===== src/rtl/core/hcis_ram.sv =====
// Generic single-port-write, single-port-read RAM with a registered read.
module hcis_ram #(
  parameter int unsigned WIDTH = 16,
  parameter int unsigned DEPTH = 256
) (
  input  logic                     clk_i,
  input  logic                     we_i,
  input  logic [$clog2(DEPTH)-1:0] waddr_i,
  input  logic [WIDTH-1:0]         wdata_i,
  input  logic                     re_i,
  input  logic [$clog2(DEPTH)-1:0] raddr_i,
  output logic [WIDTH-1:0]         rdata_o
);

  logic [WIDTH-1:0] mem_q [DEPTH];
  logic [WIDTH-1:0] rdata_q;

  // Write port; a read at the written address in the same cycle returns the old word.
  always_ff @(posedge clk_i) begin
    if (we_i) begin
      mem_q[waddr_i] <= wdata_i;
    end
    if (re_i) begin
      rdata_q <= mem_q[raddr_i];
    end
  end

  assign rdata_o = rdata_q;

endmodule


===== config.mk =====
export PLATFORM = sky130hd
export DESIGN_NAME = hcis_ram
export DESIGN_NICKNAME = d
export VERILOG_FILES = /design/src/rtl/core/hcis_ram.sv
export SDC_FILE = /design/constraint.sdc
export NUM_CORES = 2
export LEC_CHECK = 0
export ABC_AREA = 1
export BUFFER_PORTS_ARGS = -buffer_cell sky130_fd_sc_hd__buf_2
export CAP_MARGIN = 40
export CORE_AREA = 2 2 692 694
export CTS_CLUSTER_SIZE = 24
export DETAILED_ROUTE_END_ITERATION = 8
export DIE_AREA = 0 0 694 696
export SLEW_MARGIN = 5
export SYNTH_ARGS = -nofsm -noshare
export SYNTH_HDL_FRONTEND = slang
export SYNTH_SLANG_ARGS = --single-unit

===== constraint.sdc =====
create_clock -name clk_i -period 2 [get_ports clk_i]
set_input_delay 0 -clock clk_i [delete_from_list [all_inputs] [get_ports clk_i]]
set_output_delay 0 -clock clk_i [all_outputs]
set_load 0.005 [all_outputs]

==> impl_metrics.json <==
{
  "ys_async_sr_fraction_pct": 0,
  "total_congestion_overflow_after_global_routing": 0,
  "synth_top_cell_area_share_pct": 74.4,
  "crit_arrival_ns": 2.14,
  "critPathKind": "reg2out",
  "fin_total_pwr_uw": 186000,
  "design.final.nets": 14500,
  "period_needed_ns": 2.14,
  "finalClockSkew_ns": 0.0462,
  "critical_path.slowest_cell": "edfxtp_1",
  "postLayoutSetupSlackWorst_ns": -0.135,
  "tritoncts_num_sinks": 4112,
  "drv.max_cap_violation_count": 0,
  "die_height_um": 696,
  "syn_avg_cell_area_sq_um": 12.2,
  "critPathLaunchType": "flip-flop",
  "critPathMaxStageDelay_ns": 0.91,
  "post_synth_main_area_contributors": "edfxtp_1 74%, nand3_1 12%, nand2_1 9.5%",
  "grt_max_degree": 124,
  "detailed_route_via_count": 113000,
  "yosys_register_bits": 4112,
  "hold_depth": 2,
  "post_cts_buffers": 0,
  "drc_errors": 0,
  "insertion_delay_ns": 0.99,
  "worst_setup_path_end_kind": "output pin",
  "setup-violations-final": 2,
  "outcome": "finished, violations left",
  "worst_path_dominant_cell_family": "flip-flops",
  "worst_pin_slew_ns": 0.885,
  "globalplace.congestion": 0.900,
  "regToRegEndpoint": "rdata_o[12]$_DFFE_PP_",
  "r2r_setup_slack_ns": 0.02,
  "finalInstanceArea_sq_mm": 0.199,
  "power_leakage_uw": 0.0704,
  "cp_max_fo": 1,
  "grt_antenna_before_repair": 39,
  "crit_required_ns": 2.00,
  "final_antenna_net_count": 0,
  "number_of_drc_markers_in_iteration_0": 15200,
  "finalHoldViolCount": 0,
  "hold_path_class": "in2reg",
  "timing.hold.worst_endpoint": "mem_q[74][3]$_DFFE_PP_",
  "slew_headroom_pct": 41.0,
  "placed_area_sq_mm": 0.185,
  "post-synth-top-area-cell": "edfxtp_1",
  "die_w_um": 694,
  "power_density_mw_per_mm2": 933,
  "tritoncts.num_buffers": 419,
  "post_synth_most_frequent_cells": "4211 x nand2_1, 4112 x edfxtp_1, 4035 x nand3_1",
  "r2r-start": "mem_q[69][12]$_DFFE_PP_",
  "design.portCount": 51,
  "ir_drop_mv": 0.764,
  "grt_setup_unrepaired": "yes",
  "drt_pass1_iterations": 6,
  "rr_worst_depth": 11,
  "path_depth": 1,
  "floorplan.die_area_sq_mm": 0.483,
  "clock.fmax_mhz": 468,
  "critical_path.n_buffers_inverters": 1,
  "synth_edf_count": 4112,
  "yosys.cell_types.count": 14,
  "clock_tree.buffer_depth": 4,
  "drive_above_1_share_pct": 14.5,
  "vias_per_cell": 5.35,
  "hp-start": "wdata_i[3]",
  "cts.clk_slew.worst_paths_ns": 0.06,
  "final_hpwl_dp_um": 332000,
  "effective_utilization_at_floorplan_pct": 34.8,
  "hold_slack_final_ns": 0.0531,
  "post_synth_inst_count": 13600,
  "root_buffer": "clkbuf_16",
  "cts_tree": "done",
  "first_global_vias": 107000,
  "syn-num-nets": 13700,
  "post-synth-top-count-cell": "nand2_1",
  "slew_viol_final": 0,
  "grtUsageTotal_pct": 21.1,
  "grt_pass1_wl_um": 757000,
  "route.detailed.wl_per_inst_um": 24.8,
  "violations": "setup timing",
  "num_rows": 254,
  "number_of_levels_the_h_tree_was_split_into": 5,
  "syn_area_sq_mm": 0.166,
  "timing.critical_path.cells": "buf_2",
  "period_share_pct": 107,
  "synth-seq-area-share_pct": 74.4,
  "placeableCoreArea_sq_mm": 0.476,
  "dominantRegCellSynth": "edfxtp_1",
  "area.growth.synth_to_final_pct": 20.2,
  "drt_wl_total_um": 524000,
  "synth-warning-count": 0,
  "port_buffers": 50
}
==> layout make-up <==
class,count,area [sq um]
flip-flops and latches,4112,123000
well taps,6272,7850
multi-input cells,8529,38100
fillers,43400,277000
diodes,16,40.0
repair buffers,1411,16400
clock buffers,528,11100
clock inverters,239,2190
inverters,39,199
==> metal layers <==
| layer | wire [um] | track usage [%] |
|---|---|---|
| met2 | 240000 | 33.0 |
| met4 | 20500 | 8.12 |
| met1 | 214000 | 29.5 |
| met5 | 115 | 0 |
| met3 | 49800 | 3.58 |
==> worst max path at each step <==
stage | slack, ns | startpoint | end
2_1_floorplan | 0.16 | we_i | mem_q[164][0]$_DFFE_PP_
4_1_cts | -0.09 | rdata_o[1]$_DFFE_PP_ | rdata_o[1]
3_3_place_gp | -1.08 | raddr_i[0] | rdata_o[13]$_DFFE_PP_
6_report | -0.14 | rdata_o[10]$_DFFE_PP_ | rdata_o[10]
5_1_grt | -0.17 | rdata_o[10]$_DFFE_PP_ | rdata_o[10]
3_5_place_dp | -1.04 | raddr_i[1] | rdata_o[14]$_DFFE_PP_
==> report_power, final <==
group	switching [uW]	internal [uW]	total, uW
Clock	33500	43600	77000
Combinational	9570	4220	13800
Sequential	182	95000	95200
==> registers in the layout, summed over array words and instances (netlist names) <==
| name | cells |
|---|---|
| mem_q | 4096 |
| rdata_o | 16 |
==> repair_timing <==
item,CTS,global route
pin swaps,3,9
gates resized for setup,97,100
setup endpoints to repair,20,18
hold buffers,39,0
endpoints found under the hold margin,5299,0
==> stage by stage <==
step	setup slack [ns]	cells	utilization [%]	TNS, ns
2_1_floorplan	0.160	13600	-	0
3_3_place_gp	-1.08	20300	38.7	-12.22
3_5_place_dp	-1.04	20300	38.8	-12.00
4_1_cts	-0.0899	21100	41.7	-0.161
5_1_grt	-0.168	21100	41.8	-0.230
6_report	-0.135	21100	41.8	-0.224
==> cells by family (layout without fill, tap and decap cells) <==
group,count (synthesis),count (layout),synth area share [%]
simple gates,8529,8529,22.3
flops,4112,4112,74.4
buf+inv,976,2217,3.21
other cells,0,16,0
==> cells in the final DEF, fill, tap and decap left out, types with 86 or more instances in the layout <==
cell type,count
buf_12,445
clkinv_2,89
clkinv_1,86
nand2_1,4191
nor2_1,270
clkbuf_1,100
clkbuf_16,428
edfxtp_1,4112
buf_4,876
nand3_2,123
nand3_1,3881
==> worst register-to-register path: cells and delay by family (launching register included) <==
kind / cells / cell delay (ns)
buffers and inverters: 1 / 0.18
and+or+nand+nor: 10 / 1.13
DFF: 1 / 0.42
Note: power is estimated with default switching activity, not from simulation.
