`config.mk`:
```
export PLATFORM = sky130hd
export DESIGN_NAME = hcis_alu
export DESIGN_NICKNAME = d
export VERILOG_FILES = /design/src/rtl/core/hcis_pkg.sv /design/src/rtl/core/hcis_alu.sv
export SDC_FILE = /design/constraint.sdc
export NUM_CORES = 1
export LEC_CHECK = 0
export ABC_AREA = 1
export BUFFER_PORTS_ARGS = -buffer_cell sky130_fd_sc_hd__buf_2
export CAP_MARGIN = 15
export CORE_MARGIN = 5
export CORE_UTILIZATION = 40
export DETAILED_ROUTE_END_ITERATION = 8
export PLACE_DENSITY = 0.68
export RECOVER_POWER = 50
export SETUP_SLACK_MARGIN = 0.5
export SLEW_MARGIN = 10
export SYNTH_ARGS = -nofsm -noshare
export SYNTH_HDL_FRONTEND = slang
export SYNTH_SLANG_ARGS = --single-unit
```
`constraint.sdc`:
```
create_clock -name vclk -period 6
set_input_delay 0.3 -clock vclk [all_inputs]
set_output_delay 0.3 -clock vclk [all_outputs]
set_load 0.1 [all_outputs]
```
`src/rtl/core/hcis_pkg.sv`:
```
// Shared types, constants and field positions for the Hack instruction step block.
package hcis_pkg;

  // Default sizes of the data store and of the machine word.
  localparam int unsigned MEM_WORDS_DEF   = 32768;
  localparam int unsigned WORD_BITS_DEF   = 16;

  // Fixed field widths of the item formats.
  localparam int unsigned PC_BITS         = 15;
  localparam int unsigned CONST_BITS      = 15;
  localparam int unsigned FIELD_BITS      = 16;
  localparam int unsigned COMP_BITS       = 7;
  localparam int unsigned DEST_BITS       = 3;
  localparam int unsigned JUMP_BITS       = 3;
  localparam int unsigned ALU_CTRL_BITS   = 6;

  // Value of data word 0 after reset (the stack pointer's start).
  localparam int unsigned DATA_WORD0_INIT = 256;

  // Instruction kinds.
  localparam logic ACTION_LOAD_A  = 1'b0;
  localparam logic ACTION_COMPUTE = 1'b1;

  // Bit positions inside comp_code.
  localparam int unsigned COMP_SEL_M = 6;
  localparam int unsigned COMP_ZX    = 5;
  localparam int unsigned COMP_NX    = 4;
  localparam int unsigned COMP_ZY    = 3;
  localparam int unsigned COMP_NY    = 2;
  localparam int unsigned COMP_F     = 1;
  localparam int unsigned COMP_NO    = 0;

  // Bit positions inside dest_code.
  localparam int unsigned DEST_A = 2;
  localparam int unsigned DEST_D = 1;
  localparam int unsigned DEST_M = 0;

  // Bit positions inside jump_code.
  localparam int unsigned JUMP_LT = 2;
  localparam int unsigned JUMP_EQ = 1;
  localparam int unsigned JUMP_GT = 0;

  // One input beat.
  typedef struct packed {
    logic                  action;
    logic [CONST_BITS-1:0] constant_value;
    logic [COMP_BITS-1:0]  comp_code;
    logic [DEST_BITS-1:0]  dest_code;
    logic [JUMP_BITS-1:0]  jump_code;
  } in_t;

  // One result beat.
  typedef struct packed {
    logic [PC_BITS-1:0]           next_pc;
    logic                         jump_taken;
    logic signed [FIELD_BITS-1:0] alu_value;
    logic signed [FIELD_BITS-1:0] a_after;
    logic signed [FIELD_BITS-1:0] d_after;
  } out_t;

  // Status of one ALU evaluation.
  typedef struct packed {
    logic neg;
    logic zero;
    logic jump;
  } alu_status_t;

endpackage

```
`src/rtl/core/hcis_alu.sv`:
```
// Hack ALU (zx nx zy ny f no) with the sign and zero jump test.
module hcis_alu #(
  parameter int unsigned WORD_BITS = hcis_pkg::WORD_BITS_DEF
) (
  input  logic [WORD_BITS-1:0]             x_i,
  input  logic [WORD_BITS-1:0]             y_i,
  input  logic [hcis_pkg::ALU_CTRL_BITS-1:0] ctrl_i,
  input  logic [hcis_pkg::JUMP_BITS-1:0]   jump_i,
  output logic [WORD_BITS-1:0]             result_o,
  output hcis_pkg::alu_status_t            status_o
);
  import hcis_pkg::*;

  logic [WORD_BITS-1:0] x_zero;
  logic [WORD_BITS-1:0] x_inv;
  logic [WORD_BITS-1:0] y_zero;
  logic [WORD_BITS-1:0] y_inv;
  logic [WORD_BITS-1:0] core;

  // Operand conditioning, function select and output inversion.
  always_comb begin
    x_zero   = ctrl_i[COMP_ZX] ? '0 : x_i;
    x_inv    = ctrl_i[COMP_NX] ? ~x_zero : x_zero;
    y_zero   = ctrl_i[COMP_ZY] ? '0 : y_i;
    y_inv    = ctrl_i[COMP_NY] ? ~y_zero : y_zero;
    core     = ctrl_i[COMP_F] ? (x_inv + y_inv) : (x_inv & y_inv);
    result_o = ctrl_i[COMP_NO] ? ~core : core;
  end

  // Jump condition on the sign and zero of the result.
  always_comb begin
    status_o.neg  = result_o[WORD_BITS-1];
    status_o.zero = (result_o == '0);
    status_o.jump = (jump_i[JUMP_LT] && status_o.neg)
                 || (jump_i[JUMP_EQ] && status_o.zero)
                 || (jump_i[JUMP_GT] && !status_o.neg && !status_o.zero);
  end

endmodule

```
==> impl_metrics.tcl <==
set metrics [dict create \
    status "completed" \
    hold_depth 4 \
    setup_tns_ns 0 \
    fp-row-count 28 \
    synthesis.nets 523 \
    multi_input_comb_area_mm2 0.00193 \
    synthTopCellsByCount "nand2_1 (167), inv_1 (91), nand3_1 (67), xor2_1 (33), nand2_2 (18)" \
    ys_seq_area_share_pct 0 \
    endpoint_kind "primary output" \
    drv_cap 0 \
    drt_iter0_markers 164 \
    yosysWarningCount 0 \
    yosys.area_share.simple_pct 57.0 \
    max-slew-margin-rel_pct 7.16 \
    die_w_um 86.9 \
    grt_pass1_vias 2572 \
    hold_buffers 0 \
    dp_hpwl_um 5460 \
    synth_top_family_by_area "simple AND/OR/NAND/NOR gates" \
    finalWirelength_um 6360 \
    antenna_left 0 \
    finalCritPeriodShare_pct 66.9 \
    synth.distinct_cells 29 \
    crit_fanout 32 \
    vias 2745 \
    syn_area_mm2 0.00237 \
    drc 0 \
    hold-path-endpoint "status_o[0]" \
    syn_to_final_growth_pct 13.1 \
    diodes 0 \
    cts_resized 0 \
    stdcell_area_mm2 0.00268 \
    p_leak_uw 0.00170 \
    ios 60 \
    cp-startpoint "ctrl_i[1]" \
    synth_top_area_cell "nand2_1" \
    post_cts_buffers 0 \
    detail_route.first_pass.iterations 4 \
    fin_cells 586 \
    seq_cells 0 \
    avgRoutedWirePerCell_um 10.8 \
    portBuffers 60 \
    synthAdderAreaFrac_pct 9.30 \
    critPathBufInv 3 \
    initial_core_util_pct 40.5 \
    worst_ep_arrival_time_ns 3.71 \
    setup_viol 0 \
    cp_top_family "buffers and inverters" \
    register_area_um2 0 \
    gr-total-overflow 0 \
    yosys.cell_count.top_type "nand2_1" \
    die_area_mm2 0.00756 \
    coreArea_mm2 0.00585 \
    min_period_ns 4.01 \
    gp_congestion 0.848 \
    grt_pass1_wl_um 11300 \
    hold_viol 0 \
    max_freq_mhz 249 \
    track_usage_pct 17.5 \
    synthCells 465 \
    crit_type "in2out" \
    die_h_um 86.9 \
    synthMuxAreaShare_pct 0 \
    synth_xor_area_share_pct 12.6 \
    grt_max_degree 33 \
    netlist.area_leader.share_pct 26.5 \
    required_ns 5.70 \
    vdd_drop_max_uv 117 \
    drive_above_1_share_pct 18.6 \
    nClkBuffers 0 \
    antenna_found_initial 0 \
    startpoint_type "input pin" \
    synth_compound_area_share_pct 2.59 \
    path_cells "clkbuf_1 -> inv_1 -> nand2_1 -> nand2_1 -> xor2_1 -> nand2_1 -> nor2_1 -> nand3_1 -> nor2_1 -> nand3_1 -> nor2_2 -> nand3_1 -> nand3_1 -> buf_2" \
    critical-path-slowest-cell "clkbuf_1" \
    hp-start "jump_i[2]" \
    place_inst 586 \
    layout.nets 571 \
    worstMarginPinSlew_ns 1.39 \
    slew_viol_final 0 \
    rsz0062_at_grt "no" \
    placed_cell_area_mm2 0.00269 \
    hold_path.class "in2out" \
    syn_area_per_cell_um2 5.09 \
    synth.area.top_cells "nand2_1 (26%), inv_1 (14%), nand3_1 (14%)" \
    max_stage_delay_ns 0.99 \
    fill_cells 674 \
    powerDensity_mw_per_mm2 216 \
    via_per_inst 4.68 \
    cp_common_cell "nand3_1" \
]
kinds of logic after synthesis:
kind of cell	after synthesis
buffers and inverters	111
XOR/XNOR	34
AND/OR/NAND/NOR	292
adder cells (fa/ha/maj)	17
AO/OA/AOI/OAI	11
cell type report:
cell class,count,area share [%]
Tap cell,75,3.51
Inverter,97,13.6
Multi-Input combinational cell,354,72.1
Timing Repair Buffer,60,10.8
routing by layer:
layer  GRT usage, %  vias to the layer above  share of wire, %
met2           30.4                       67                48
met5              0                        -                 0
met4           1.56                        0              0.87
met3          0.284                        6               4.6
li1               -                     1496                 -
met1           24.9                     1176                47
metrics by stage:
step | power (uW) | setup WS, ns | util [%] | hold slack, ns
2_1_floorplan | 485 | 1.49 | - | 1.05
3_3_place_gp | 571 | 2.33 | 45.9 | 1.10
3_5_place_dp | 578 | 2.26 | 45.9 | 1.10
4_1_cts | 580 | 2.25 | 45.9 | 1.10
5_1_grt | 640 | 1.63 | 45.7 | 1.12
6_report | 577 | 1.99 | 45.7 | 1.10
report_power, final:
part / internal, uW / switching [uW] / leakage (uW) / total (uW)
clock: 0 / 0 / 0 / 0
sequential: 0 / 0 / 0 / 0
combinational: 148 / 428 / 0.00170 / 577
worst min-delay path: stages:
cell,delay (ns)
buf_2,0.10
nand2_1,0.05
nand3_1,0.06
buf_2,0.29
worst max path at each step:
stage / endpoint / slack, ns / depth (start not counted)
finish: status_o[0] / 1.99 / 14
global route: status_o[0] / 1.63 / 14
CTS: status_o[0] / 2.25 / 19
detailed placement: status_o[0] / 2.26 / 19
global placement: status_o[0] / 2.33 / 20
floorplan: status_o[0] / 1.49 / 19
cells in the final DEF (no fill, tap or decap), types with 2 or more instances in the layout:
cell type / instances
nand2_1: 167
inv_1: 91
nand3_1: 67
buf_2: 51
xor2_1: 33
nand2_2: 18
ha_1: 16
nor2_1: 12
clkbuf_1: 9
a21oi_1: 8
nand3_2: 7
inv_2: 5
nor2_2: 5
nand4_1: 5
or2_2: 3
and2_1: 2
nand2_4: 2
(Power assumes the default switching activity.)
